`src/excm_pkg.sv`:
```
// shared widths, types and codes for the congruence merge block
// no dependencies
package excm_pkg;

    localparam int VALUE_WIDTH = 63;
    localparam int CW          = VALUE_WIDTH + 2;
    localparam int CNTW        = $clog2(VALUE_WIDTH);

    typedef logic [VALUE_WIDTH-1:0] value_t;
    typedef logic signed [CW-1:0]   coef_t;
    typedef logic [1:0]             status_t;
    typedef logic [CNTW-1:0]        cnt_t;

    localparam status_t ST_OK    = 2'd0;
    localparam status_t ST_NOSOL = 2'd1;
    localparam status_t ST_OVF   = 2'd2;

    typedef enum logic {MUL_PLAIN, MUL_MOD} mul_mode_t;

    typedef struct packed {
        logic      start;
        mul_mode_t mode;
    } mul_ctl_t;

    typedef struct packed {
        logic done;
        logic ovf;
    } mul_sts_t;

    localparam cnt_t CNT_LAST = cnt_t'(VALUE_WIDTH - 1);

endpackage

```
`src/excm_div.sv`:
```
// bit-serial restoring divider, one quotient bit per cycle
// also accumulates quotient times a signed coefficient; uses excm_pkg
module excm_div
    import excm_pkg::*;
(
    input  logic   clk,
    input  logic   rst_n,
    input  logic   start,
    input  value_t dividend,
    input  value_t divisor,
    input  coef_t  coef,
    output logic   done,
    output value_t quotient,
    output value_t remainder,
    output coef_t  prod
);

    logic   busy_reg, busy_next;
    logic   done_reg, done_next;
    cnt_t   cnt_reg, cnt_next;
    value_t num_reg, rem_reg, den_reg;
    coef_t  coef_reg, prod_reg;

    logic [VALUE_WIDTH:0] trial;
    logic [VALUE_WIDTH:0] diff;
    logic                 ge;

    assign trial = {rem_reg, num_reg[VALUE_WIDTH-1]};
    assign diff  = trial - {1'b0, den_reg};
    assign ge    = trial >= {1'b0, den_reg};

    always_comb
    begin
        busy_next = busy_reg;
        done_next = 1'b0;
        cnt_next  = cnt_reg;
        if (start)
        begin
            busy_next = 1'b1;
            cnt_next  = '0;
        end
        else if (busy_reg)
        begin
            cnt_next = cnt_reg + cnt_t'(1);
            if (cnt_reg == CNT_LAST)
            begin
                busy_next = 1'b0;
                done_next = 1'b1;
            end
        end
    end

    always_ff @(posedge clk or negedge rst_n)
    begin
        if (!rst_n)
        begin
            busy_reg <= 1'b0;
            done_reg <= 1'b0;
            cnt_reg  <= '0;
        end
        else
        begin
            busy_reg <= busy_next;
            done_reg <= done_next;
            cnt_reg  <= cnt_next;
        end
    end

    always_ff @(posedge clk)
    begin
        if (start)
        begin
            num_reg  <= dividend;
            rem_reg  <= '0;
            den_reg  <= divisor;
            coef_reg <= coef;
            prod_reg <= '0;
        end
        else if (busy_reg)
        begin
            rem_reg  <= ge ? diff[VALUE_WIDTH-1:0] : trial[VALUE_WIDTH-1:0];
            num_reg  <= {num_reg[VALUE_WIDTH-2:0], ge};
            prod_reg <= (prod_reg <<< 1) + (ge ? coef_reg : coef_t'(0));
        end
    end

    assign done      = done_reg;
    assign quotient  = num_reg;
    assign remainder = rem_reg;
    assign prod      = prod_reg;

endmodule

```
`src/excm_mul.sv`:
```
// bit-serial shift-add multiplier, one multiplier bit per cycle
// plain mode flags overflow, modular mode reduces each step; uses excm_pkg
module excm_mul
    import excm_pkg::*;
(
    input  logic     clk,
    input  logic     rst_n,
    input  mul_ctl_t ctl,
    input  value_t   a,
    input  value_t   b,
    input  value_t   m,
    output mul_sts_t sts,
    output value_t   product
);

    logic      busy_reg, busy_next;
    logic      done_reg, done_next;
    cnt_t      cnt_reg, cnt_next;
    mul_mode_t mode_reg;
    value_t    a_reg, b_reg, m_reg, acc_reg;
    logic      ovf_reg;

    logic [VALUE_WIDTH:0]   dbl, dbl_sub, sum_m, sum_sub;
    value_t                 addend, dbl_red;
    logic [VALUE_WIDTH+1:0] plain_sum;

    assign addend    = a_reg[VALUE_WIDTH-1] ? b_reg : value_t'(0);
    assign dbl       = {acc_reg, 1'b0};
    assign dbl_sub   = dbl - {1'b0, m_reg};
    assign dbl_red   = (dbl >= {1'b0, m_reg}) ? dbl_sub[VALUE_WIDTH-1:0]
                                              : dbl[VALUE_WIDTH-1:0];
    assign sum_m     = {1'b0, dbl_red} + {1'b0, addend};
    assign sum_sub   = sum_m - {1'b0, m_reg};
    assign plain_sum = {1'b0, acc_reg, 1'b0} + {2'b00, addend};

    always_comb
    begin
        busy_next = busy_reg;
        done_next = 1'b0;
        cnt_next  = cnt_reg;
        if (ctl.start)
        begin
            busy_next = 1'b1;
            cnt_next  = '0;
        end
        else if (busy_reg)
        begin
            cnt_next = cnt_reg + cnt_t'(1);
            if (cnt_reg == CNT_LAST)
            begin
                busy_next = 1'b0;
                done_next = 1'b1;
            end
        end
    end

    always_ff @(posedge clk or negedge rst_n)
    begin
        if (!rst_n)
        begin
            busy_reg <= 1'b0;
            done_reg <= 1'b0;
            cnt_reg  <= '0;
        end
        else
        begin
            busy_reg <= busy_next;
            done_reg <= done_next;
            cnt_reg  <= cnt_next;
        end
    end

    always_ff @(posedge clk)
    begin
        if (ctl.start)
        begin
            mode_reg <= ctl.mode;
            a_reg    <= a;
            b_reg    <= b;
            m_reg    <= m;
            acc_reg  <= '0;
            ovf_reg  <= 1'b0;
        end
        else if (busy_reg)
        begin
            a_reg <= {a_reg[VALUE_WIDTH-2:0], 1'b0};
            if (mode_reg == MUL_MOD)
            begin
                acc_reg <= (sum_m >= {1'b0, m_reg}) ? sum_sub[VALUE_WIDTH-1:0]
                                                    : sum_m[VALUE_WIDTH-1:0];
            end
            else
            begin
                acc_reg <= plain_sum[VALUE_WIDTH-1:0];
                ovf_reg <= ovf_reg | (|plain_sum[VALUE_WIDTH+1:VALUE_WIDTH]);
            end
        end
    end

    assign sts.done = done_reg;
    assign sts.ovf  = ovf_reg;
    assign product  = acc_reg;

endmodule

```
`src/excrt_congruence_merge.sv`:
```
// congruence merge top level: sequencer, accumulator and output register
// instantiates excm_div and excm_mul; uses excm_pkg
//
// usage
//   input channel: in_valid / in_stall carry modulus, residue, restart
//   output channel: out_valid / out_stall carry combined_residue,
//   combined_modulus and status (0 ok, 1 no solution, 2 overflow)
//   one result per input transfer, in order
// sequencing
//   one item at a time; in_stall is high from a transfer until its result
//   is loaded into the output register, and the next transfer may come in
//   the cycle after the load; a fully merged item runs the extended euclid
//   steps, each a check state and one divider pass, and nine more divider
//   and multiplier passes before it is loaded; an item held by a sticky
//   status skips them and is loaded as soon as the output register is free
// reset
//   accumulator goes to modulus 1, residue 0, status ok; no output valid
// stall
//   the result waits in the output register while out_stall is high; the
//   next item may be taken and then waits, in_stall high, until it is free
module excrt_congruence_merge
    import excm_pkg::*;
(
    input  logic    clk,
    input  logic    rst_n,
    input  logic    in_valid,
    output logic    in_stall,
    input  value_t  modulus,
    input  value_t  residue,
    input  logic    restart,
    output logic    out_valid,
    input  logic    out_stall,
    output value_t  combined_residue,
    output value_t  combined_modulus,
    output status_t status
);

    localparam logic [3:0] S_IDLE = 4'd0;
    localparam logic [3:0] S_RRED = 4'd1;
    localparam logic [3:0] S_R1M  = 4'd2;
    localparam logic [3:0] S_ECHK = 4'd3;
    localparam logic [3:0] S_EDIV = 4'd4;
    localparam logic [3:0] S_KDIV = 4'd5;
    localparam logic [3:0] S_M1G  = 4'd6;
    localparam logic [3:0] S_M2G  = 4'd7;
    localparam logic [3:0] S_LCM  = 4'd8;
    localparam logic [3:0] S_INV  = 4'd9;
    localparam logic [3:0] S_XMUL = 4'd10;
    localparam logic [3:0] S_RMUL = 4'd11;
    localparam logic [3:0] S_DONE = 4'd12;

    logic [3:0] state_reg, state_next;
    logic       go_reg, go_next;
    logic       out_valid_reg, out_valid_next;
    value_t     acc_mod_reg, acc_mod_next;
    value_t     acc_res_reg, acc_res_next;
    status_t    sticky_reg, sticky_next;

    value_t  m2_reg, r2_reg, d_reg, er0_reg, er1_reg, k_reg;
    value_t  m1g_reg, m2g_reg, lcm_reg, inv_reg;
    coef_t   s0_reg, s1_reg;
    value_t  out_res_reg, out_mod_reg;
    status_t out_sts_reg;

    logic     div_done;
    value_t   div_dividend, div_divisor, div_q, div_r;
    coef_t    div_coef, div_prod;
    mul_ctl_t mul_ctl;
    mul_sts_t mul_sts;
    value_t   mul_a, mul_b, mul_product;

    logic                 accept, load_out;
    status_t              sticky_eff;
    logic [VALUE_WIDTH:0] d_full, res_sum;
    coef_t                s0_abs;
    value_t               inv_neg;

    assign accept     = in_valid && (state_reg == S_IDLE);
    assign in_stall   = state_reg != S_IDLE;
    assign load_out   = (state_reg == S_DONE) && (!out_valid_reg || !out_stall);
    assign sticky_eff = restart ? ST_OK : sticky_reg;

    assign d_full  = (r2_reg >= div_r) ? {1'b0, r2_reg} - {1'b0, div_r}
                                       : {1'b0, r2_reg} + {1'b0, m2_reg} - {1'b0, div_r};
    assign res_sum = {1'b0, acc_res_reg} + {1'b0, mul_product};
    assign s0_abs  = s0_reg[CW-1] ? -s0_reg : s0_reg;
    assign inv_neg = m2g_reg - div_r;

    always_comb
    begin
        div_dividend = r2_reg;
        div_divisor  = m2_reg;
        div_coef     = '0;
        case (state_reg)
            S_R1M:
            begin
                div_dividend = acc_res_reg;
            end
            S_EDIV:
            begin
                div_dividend = er0_reg;
                div_divisor  = er1_reg;
                div_coef     = s1_reg;
            end
            S_KDIV:
            begin
                div_dividend = d_reg;
                div_divisor  = er0_reg;
            end
            S_M1G:
            begin
                div_dividend = acc_mod_reg;
                div_divisor  = er0_reg;
            end
            S_M2G:
            begin
                div_dividend = m2_reg;
                div_divisor  = er0_reg;
            end
            S_INV:
            begin
                div_dividend = s0_abs[VALUE_WIDTH-1:0];
                div_divisor  = m2g_reg;
            end
            default:
            begin
                div_dividend = r2_reg;
            end
        endcase
    end

    always_comb
    begin
        mul_ctl.start = go_reg && (state_reg inside {S_LCM, S_XMUL, S_RMUL});
        mul_ctl.mode  = MUL_PLAIN;
        mul_a         = m2_reg;
        mul_b         = m1g_reg;
        case (state_reg)
            S_XMUL:
            begin
                mul_ctl.mode = MUL_MOD;
                mul_a        = k_reg;
                mul_b        = inv_reg;
            end
            S_RMUL:
            begin
                mul_a = k_reg;
                mul_b = acc_mod_reg;
            end
            default:
            begin
                mul_a = m2_reg;
            end
        endcase
    end

    excm_div u_div
    (
        .clk       (clk),
        .rst_n     (rst_n),
        .start     (go_reg && !(state_reg inside {S_LCM, S_XMUL, S_RMUL})),
        .dividend  (div_dividend),
        .divisor   (div_divisor),
        .coef      (div_coef),
        .done      (div_done),
        .quotient  (div_q),
        .remainder (div_r),
        .prod      (div_prod)
    );

    excm_mul u_mul
    (
        .clk     (clk),
        .rst_n   (rst_n),
        .ctl     (mul_ctl),
        .a       (mul_a),
        .b       (mul_b),
        .m       (m2g_reg),
        .sts     (mul_sts),
        .product (mul_product)
    );

    always_comb
    begin
        state_next     = state_reg;
        go_next        = 1'b0;
        acc_mod_next   = acc_mod_reg;
        acc_res_next   = acc_res_reg;
        sticky_next    = sticky_reg;
        out_valid_next = out_valid_reg && out_stall;
        case (state_reg)
            S_IDLE:
            begin
                if (accept)
                begin
                    if (restart)
                    begin
                        acc_mod_next = value_t'(1);
                        acc_res_next = '0;
                        sticky_next  = ST_OK;
                    end
                    if (sticky_eff != ST_OK)
                    begin
                        state_next = S_DONE;
                    end
                    else
                    begin
                        state_next = S_RRED;
                        go_next    = 1'b1;
                    end
                end
            end
            S_RRED:
            begin
                if (div_done)
                begin
                    state_next = S_R1M;
                    go_next    = 1'b1;
                end
            end
            S_R1M:
            begin
                if (div_done)
                begin
                    state_next = S_ECHK;
                end
            end
            S_ECHK:
            begin
                go_next    = 1'b1;
                state_next = (er1_reg == '0) ? S_KDIV : S_EDIV;
            end
            S_EDIV:
            begin
                if (div_done)
                begin
                    state_next = S_ECHK;
                end
            end
            S_KDIV:
            begin
                if (div_done)
                begin
                    if (div_r != '0)
                    begin
                        sticky_next = ST_NOSOL;
                        state_next  = S_DONE;
                    end
                    else
                    begin
                        state_next = S_M1G;
                        go_next    = 1'b1;
                    end
                end
            end
            S_M1G:
            begin
                if (div_done)
                begin
                    state_next = S_M2G;
                    go_next    = 1'b1;
                end
            end
            S_M2G:
            begin
                if (div_done)
                begin
                    state_next = S_LCM;
                    go_next    = 1'b1;
                end
            end
            S_LCM:
            begin
                if (mul_sts.done)
                begin
                    if (mul_sts.ovf)
                    begin
                        sticky_next = ST_OVF;
                        state_next  = S_DONE;
                    end
                    else
                    begin
                        state_next = S_INV;
                        go_next    = 1'b1;
                    end
                end
            end
            S_INV:
            begin
                if (div_done)
                begin
                    state_next = S_XMUL;
                    go_next    = 1'b1;
                end
            end
            S_XMUL:
            begin
                if (mul_sts.done)
                begin
                    state_next = S_RMUL;
                    go_next    = 1'b1;
                end
            end
            S_RMUL:
            begin
                if (mul_sts.done)
                begin
                    acc_res_next = res_sum[VALUE_WIDTH-1:0];
                    acc_mod_next = lcm_reg;
                    state_next   = S_DONE;
                end
            end
            S_DONE:
            begin
                if (load_out)
                begin
                    out_valid_next = 1'b1;
                    state_next     = S_IDLE;
                end
            end
            default:
            begin
                state_next = S_IDLE;
            end
        endcase
    end

    always_ff @(posedge clk or negedge rst_n)
    begin
        if (!rst_n)
        begin
            state_reg     <= S_IDLE;
            go_reg        <= 1'b0;
            out_valid_reg <= 1'b0;
            acc_mod_reg   <= value_t'(1);
            acc_res_reg   <= '0;
            sticky_reg    <= ST_OK;
        end
        else
        begin
            state_reg     <= state_next;
            go_reg        <= go_next;
            out_valid_reg <= out_valid_next;
            acc_mod_reg   <= acc_mod_next;
            acc_res_reg   <= acc_res_next;
            sticky_reg    <= sticky_next;
        end
    end

    always_ff @(posedge clk)
    begin
        if (accept)
        begin
            m2_reg <= (modulus == '0) ? value_t'(1) : modulus;
            r2_reg <= residue;
        end
        if (div_done)
        begin
            case (state_reg)
                S_RRED:
                begin
                    r2_reg <= div_r;
                end
                S_R1M:
                begin
                    d_reg   <= d_full[VALUE_WIDTH-1:0];
                    er0_reg <= acc_mod_reg;
                    er1_reg <= m2_reg;
                    s0_reg  <= coef_t'(1);
                    s1_reg  <= '0;
                end
                S_EDIV:
                begin
                    er0_reg <= er1_reg;
                    er1_reg <= div_r;
                    s0_reg  <= s1_reg;
                    s1_reg  <= s0_reg - div_prod;
                end
                S_KDIV:
                begin
                    k_reg <= div_q;
                end
                S_M1G:
                begin
                    m1g_reg <= div_q;
                end
                S_M2G:
                begin
                    m2g_reg <= div_q;
                end
                S_INV:
                begin
                    inv_reg <= (s0_reg[CW-1] && div_r != '0) ? inv_neg : div_r;
                end
                default:
                begin
                    k_reg <= k_reg;
                end
            endcase
        end
        if (mul_sts.done)
        begin
            case (state_reg)
                S_LCM:
                begin
                    lcm_reg <= mul_product;
                end
                S_XMUL:
                begin
                    k_reg <= mul_product;
                end
                default:
                begin
                    lcm_reg <= lcm_reg;
                end
            endcase
        end
        if (load_out)
        begin
            out_res_reg <= acc_res_reg;
            out_mod_reg <= acc_mod_reg;
            out_sts_reg <= sticky_reg;
        end
    end

    assign out_valid        = out_valid_reg;
    assign combined_residue = out_res_reg;
    assign combined_modulus = out_mod_reg;
    assign status           = out_sts_reg;

endmodule

```
`config.mk`:
```
export PLATFORM = sky130hd
export DESIGN_NAME = excrt_congruence_merge
export DESIGN_NICKNAME = d
export VERILOG_FILES = /design/src/excm_pkg.sv /design/src/excm_div.sv /design/src/excm_mul.sv /design/src/excrt_congruence_merge.sv
export SDC_FILE = /design/constraint.sdc
export NUM_CORES = 2
export LEC_CHECK = 0
export CAP_MARGIN = 25
export CORE_UTILIZATION = 30
export CTS_CLUSTER_DIAMETER = 30
export DETAILED_ROUTE_END_ITERATION = 10
export DONT_BUFFER_PORTS = 1
export MAX_ROUTING_LAYER = met4
export PLACE_DENSITY_LB_ADDON = 0.08
export SETUP_SLACK_MARGIN = 0.4
export SLEW_MARGIN = 20
export SYNTH_ARGS = -nofsm -noshare
export SYNTH_HDL_FRONTEND = slang
export SYNTH_SLANG_ARGS = --single-unit
```
`constraint.sdc`:
```
create_clock -name clk -period 12.5 [get_ports clk]
set_input_delay 0 -clock clk [delete_from_list [all_inputs] [get_ports clk]]
set_output_delay 0 -clock clk [all_outputs]
set_load 0.1 [all_outputs]
```
# Word-level counts from Yosys, hierarchy flattened
# Cells that the tools add are included.
[word_totals]
regBits = 1611
word_cells = 211
[op_classes]
bitwise_logic = 2
mux = 87
addsub = 15
eq_ne = 28
magnitude_cmp = 4
reduce_logical = 37
[ops]
columns = ["operator", "n"]
rows = [
  ["$mux W63", 26],
  ["$pmux W63 S2", 5],
  ["$pmux W63 S6", 1],
  ["$sub A63 B63 Y63", 6],
  ["$pmux W65 S2", 2],
  ["$ge A64 B63 Y1", 3],
  ["$pmux W63 S3", 1],
  ["$add A63 B63 Y63", 2],
  ["$logic_not A63 Y1", 2],
  ["$add A64 B63 Y65", 1],
  ["$add A65 B65 Y65", 1],
  ["$mux W65", 1],
  ["$sub A65 B65 Y65", 1],
  ["$add A63 B63 Y64", 1],
  ["$ge A63 B63 Y1", 1],
  ["$neg A63 Y63", 1],
  ["$reduce_bool A63 Y1", 1],
  ["$mux W4", 13],
  ["$pmux W4 S12", 1],
  ["$mux W1", 24],
  ["$mux W6", 4],
  ["$eq A4 B4 Y1 const B", 5],
  ["$ne A2 B1 Y1 const B", 10],
  ["$eq A4 B3 Y1 const B", 4],
  ["25 further kinds", 56],
]

# Depth between registers and ports, before layout
[logic_depth]
ltp_word = 6
depth_mapped = 45
mapped_depth_nobuf = 40

# Modules after synthesis
# From an unflattened synthesis, not the netlist that was laid out.
[unflattened]
hier_cells = 11727
hier_area_um2 = 109492.5
[by_module_without_submodules]
columns = ["module", "cells_each", "area_per_inst_um2", "seq_area_each_um2", "n_inst"]
rows = [
  ["excrt_congruence_merge", 6611, 63908.8, 28758.8, 1],
  ["excm_mul", 3038, 25655.9, 7186.9, 1],
  ["excm_div", 2078, 19927.9, 8498.2, 1],
]

# Least setup slack after synthesis
# No wires, ideal clock.
[synth_path]
path_kind = "flip-flop to flip-flop"
start = "register u_mul.m_reg[0]"
end = "register u_mul.acc_reg[29] (netlist: u_mul.product[29])"
setup_ps = 71
stages_incl_launch_ff = 42
n_path_buf = 4
period_less_slack_ps = 9247
setup_slack_ps = 3253
t_arrival_ps = 9177
cell_sequence = "edfxtp_1 > inv_1 > fa_1 > a21o_1 > a21oi_1 > o21a_1 > o211ai_1 > o2111ai_1 > o21ai_1 > a21oi_1 > o31ai_1 > o211ai_1 > nand2b_1 > a41oi_1 > clkbuf_1 > mux2_2 > ha_1 > clkbuf_1 > [6 not listed] > a31oi_1 > o21bai_1 > xor2_1 > ha_1 > a211oi_1 > nor2_1 > or3b_2 > a21boi_0 > o21ai_0 > a22oi_1 > o2111ai_1 > nor3b_1 > clkbuf_1 > clkbuf_1 > nand2_1 > o211ai_1 > o211ai_1 > a21oi_1"
[synth_between]
elab_chain_len = 6
[synth_rtl]
columns = ["element", "line", "source"]
rows = [
  ["start: declaration", "excm_mul.sv:20", "value_t a_reg, b_reg, m_reg, acc_reg;"],
  ["start signal: assignment", "excm_mul.sv:80", "m_reg <= m;"],
  ["$sub A63 B63 Y63 / $ge A64 B63 Y1 (equally long branches)", "excm_mul.sv:29, excm_mul.sv:30", ""],
  ["$mux W63", "excm_mul.sv:30", "assign dbl_red = (dbl >= {1'b0, m_reg}) ? dbl_sub[VALUE_WIDTH-1:0]"],
  ["$add A63 B63 Y64", "excm_mul.sv:32", "assign sum_m = {1'b0, dbl_red} + {1'b0, addend};"],
  ["$sub A63 B63 Y63 / $ge A64 B63 Y1 (equally long branches)", "excm_mul.sv:33, excm_mul.sv:89", ""],
  ["$mux W63 (*)", "excm_mul.sv:89", "acc_reg <= (sum_m >= {1'b0, m_reg}) ? sum_sub[VALUE_WIDTH-1:0]"],
  ["$mux W63 (*)", "excm_mul.sv:87", "if (mode_reg == MUL_MOD)"],
  ["end signal: assignment", "excm_mul.sv:89", ""],
  ["end signal: assignment", "excm_mul.sv:94", "acc_reg <= plain_sum[VALUE_WIDTH-1:0];"],
  ["end: declaration", "excm_mul.sv:20", ""],
]
# Every way passes the cells marked *; elsewhere a longest branch is shown, timed or not.
# A chain may end at the register's enable or synchronous reset.

# Final worst setup path
[layout_path]
start = "register u_mul.acc_reg[0] (netlist: u_mul.product[0])"
end = "register u_mul.acc_reg[58] (netlist: u_mul.product[58])"
[layout_between]
elab_chain_len = 6
[layout_rtl]
columns = ["element", "line"]
rows = [
  ["$sub A63 B63 Y63 / $ge A64 B63 Y1 (equally long branches)", "excm_mul.sv:29, excm_mul.sv:30"],
  ["$mux W63", "excm_mul.sv:30"],
  ["$add A63 B63 Y64", "excm_mul.sv:32"],
  ["$sub A63 B63 Y63 / $ge A64 B63 Y1 (equally long branches)", "excm_mul.sv:33, excm_mul.sv:89"],
  ["$mux W63", "excm_mul.sv:89"],
  ["$mux W63 (*)", "excm_mul.sv:87"],
]
# Marks and branches as above.

==> PnR_summary.wiki <==
{| class="wikitable"
! Metric !! Value
|-
| Global routing usage on met2 || 40.0%
|-
| EDFF count, synth || 1143
|-
| Req. time, crit path || 13.38 ns
|-
| Slowest cell on the critical path || sky130_fd_sc_hd__a31oi_1
|-
| Initial antenna violation count || 90
|-
| Core box area || 356000 um^2
|-
| Leading register cell type out of synthesis || sky130_fd_sc_hd__edfxtp_1
|-
| Met3 Usage GRT || 4.64%
|-
| Drt drc || 0
|-
| Number of global-route vias before repair || 93100
|-
| Netlist area before placement || 108000 um^2
|-
| DIE AREA || 361000 um^2
|-
| Worst-case setup margin in the final layout || 0.931 ns
|-
| Maximum clock frequency || 86.4 MHz
|-
| Clock-pin slew reported for the worst setup and hold paths after clock tree synthesis || 0.06 ns
|-
| Met1 capacity usage during global routing || 39.5%
|-
| GR Util All Layers || 27.9%
|-
| Setup repair after global routing missed its margin || false
|-
| Busiest grt layer || met2
|-
| Status || finished, final reports clean
|-
| First-pass GRT wire length || 706 mm
|-
| Kind of cell adding the most delay to the critical path || compound AO/OA/AOI/OAI gates
|-
| CTS Buf Count || 478
|-
| Number of H-tree levels || 5
|-
| Startpoint kind of the worst setup timing path || flop
|-
| Setup TNS || 0 ns
|-
| Maximum vdd drop || 0.128 mV
|-
| Initial core utilization || 30.2%
|-
| Crit path DAT || 12.45 ns
|-
| Total of endpoints with negative setup slack in the final report || 0
|-
| Library cell with the highest instance count after synthesis || sky130_fd_sc_hd__edfxtp_1
|-
| Total wire length after detailed routing || 509 mm
|-
| Synthesized instance count || 11600
|-
| Detail Placement HPWL || 400 mm
|-
| Final Hold Fails || 0
|-
| Number of instances resized during post-cts repair || 0
|-
| Num Clock Sinks || 1611
|-
| Remaining Overflow, GRT || 0
|-
| Max_slew headroom || 25.1%
|-
| Per-instance average area after synthesis || 9.25 um^2
|-
| Worst min-delay path category || in2reg
|-
| Floorplan die width || 601 um
|-
| Detailed router's first-iteration violation count || 11000
|-
| Global placement routability congestion || 0.974
|-
| IO Port Bufs || 0
|-
| Worst skew pair latency || 1.01 ns
|-
| Pre-CTS WS || 0.919 ns
|-
| TritonCTS clock tree || built
|-
| Sum of buffers and inverters on the critical path || 4
|-
| Most frequent cell on the critical path || sky130_fd_sc_hd__a21oi_1
|-
| Fraction of registers with async set/reset || 9.31%
|-
| Sequential share of the synthesized area || 41.3%
|-
| Cell types occupying the most area after synthesis || sky130_fd_sc_hd__edfxtp_1 32%, sky130_fd_sc_hd__ha_1 8.1%, sky130_fd_sc_hd__dfxtp_1 5.9%, sky130_fd_sc_hd__a21oi_1 4.6%, sky130_fd_sc_hd__o21ai_0 4.4%
|-
| Post-route fraction of the period consumed by the critical path || 92.6%
|-
| Max incr delay on CP || 0.58 ns
|-
| Number of distinct standard cells referenced by the synthesized netlist || 94
|-
| Final critical path time including I/O delays and setup || 11.57 ns
|-
| Pwr Density || 140 nW/um^2
|-
| Worst Setup End Kind || flop
|-
| Count of antenna-violating nets left after detailed routing || 0
|-
| Synth Register Bits || 1611
|-
| CTS Buffer Depth || 4
|-
| Per-cell routed wire length || 29.5 um
|-
| Final count of pins violating max slew || 0
|-
| Largest net degree at the start of global routing || 179
|-
| Number of post-CTS setup repair buffers || 0
|-
| Max Cap Viol || 0
|-
| Worst-margin pin slew || 1.12 ns
|-
| Chip Height || 601 um
|-
| Number of warnings reported in the yosys synthesis log || 0
|-
| Total via count after detailed routing || 95400
|-
| Start-to-end type of the worst setup path || reg2reg
|-
| Post-synth top area share || 31.9%
|-
| Share of cells above drive strength 1 || 10.4%
|-
| Area added between synthesis and finish || 24.3%
|-
| Cell accounting for the most synthesized area || sky130_fd_sc_hd__edfxtp_1
|-
| Total leakage power || 54.5 nW
|-
| Total Nets Final || 12900
|-
| Ratio of routed vias to standard cells || 5.53
|-
| Library cell used as clock root buffer || sky130_fd_sc_hd__clkbuf_16
|-
| Setup clock skew after layout || 0.0898 ns
|-
| Critical-path maximum fanout || 36
|-
| Synthesized netlist net count || 12500
|-
| Row count || 219
|-
| Number of iterations in the first detailed-routing pass || 8
|-
| Commonest cells in the netlist || 1143 x sky130_fd_sc_hd__edfxtp_1, 1116 x sky130_fd_sc_hd__nand2_1, 988 x sky130_fd_sc_hd__a21oi_1
|-
| I/O pin cnt || 261
|}
-- metal layers --
layer / wire [um] / share of wire, %
met5: 0 / 0
met4: 18900 / 3.7
met3: 35100 / 6.9
met2: 213000 / 42
met1: 243000 / 48
-- metrics by stage --
step                      hold slack, ns  utilization, %  total power [mW]  std cells  instance area (um^2)
after floorplan                   -0.296               -              5.77      11600                108000
after global placement            -0.237            31.9              5.77      16000                114000
after detailed placement          -0.237            31.9              5.77      16000                114000
after CTS                         0.0322            37.5              18.8      17200                134000
after global routing              0.0909            37.5              19.1      17200                134000
final                              0.139            37.5              18.7      17300                134000
-- logic make-up (layout without fill, tap and decap cells) --
group           count (synthesis)  in the layout  share of synthesized area (%)
other cells                     0             56                              0
xor+xnor                      694            694                           5.64
mux                           347            347                           3.31
fa+ha+maj                     767            767                           9.41
compound gates               3650           3650                           21.7
simple gates                 3166           3166                           13.7
flops                        1611           1611                           41.3
buf+inv                      1414           2208                           4.95
-- layout by cell type, fill, tap and decap left out, types with 147 or more instances in the layout --
cell | netlist | routed
sky130_fd_sc_hd__buf_4 | 0 | 265
sky130_fd_sc_hd__nand3_1 | 202 | 200
sky130_fd_sc_hd__clkbuf_16 | 0 | 483
sky130_fd_sc_hd__xor2_1 | 265 | 265
sky130_fd_sc_hd__nand4_1 | 167 | 167
sky130_fd_sc_hd__ha_1 | 695 | 695
sky130_fd_sc_hd__dfrtp_1 | 149 | 147
sky130_fd_sc_hd__nor2b_1 | 161 | 160
sky130_fd_sc_hd__mux2i_1 | 273 | 273
sky130_fd_sc_hd__dlygate4sd3_1 | 0 | 262
sky130_fd_sc_hd__dfxtp_1 | 318 | 318
sky130_fd_sc_hd__o21ai_0 | 946 | 944
sky130_fd_sc_hd__nor2_1 | 797 | 785
sky130_fd_sc_hd__a21o_1 | 443 | 443
sky130_fd_sc_hd__edfxtp_1 | 1143 | 1143
sky130_fd_sc_hd__a21oi_1 | 988 | 987
sky130_fd_sc_hd__nand2_1 | 1116 | 1110
sky130_fd_sc_hd__inv_1 | 745 | 743
sky130_fd_sc_hd__xnor2_1 | 429 | 429
-- timing repair --
action                                  in CTS  in global routing
hold endpoints to repair                   494                  0
endpoints found under the setup margin       0                  0
hold buffers                               264                  0
-- cell type report --
class                      count  area (um^2)
fill                       35700       223000
multi-input combinational   8624        58200
sequential                  1611        44400
clock buffer                 589        12900
tap                         4751         5940
timing repair buffer         547         5010
clock inverter               323         4310
inverter                     749         2830
antenna                       56          140
-- final timing paths --
kind,from,end,slack (ns),cells past startpoint
max reg2reg,u_mul.product[0],u_mul.product[58],0.93,41
min reg2reg,acc_mod_reg[32],combined_modulus[32],0.44,0
min,out_stall,status[1],0.14,2
max in group asynchronous,rst_n,u_div.busy_reg,10.90,5
max,u_mul.product[0],u_mul.product[58],0.93,41
min in group asynchronous,rst_n,acc_mod_reg[0],0.21,3
-- where the power goes --
part,internal [mW],leakage [nW],total (mW),switching (mW)
clock,9.06,8.33,12.9,3.85
combinational,0.0451,33.3,0.0914,0.0463
sequential,5.68,12.8,5.68,0.000000000000000137
total,14.8,54.5,18.7,3.89
Note: power is estimated with default switching activity, not from simulation.
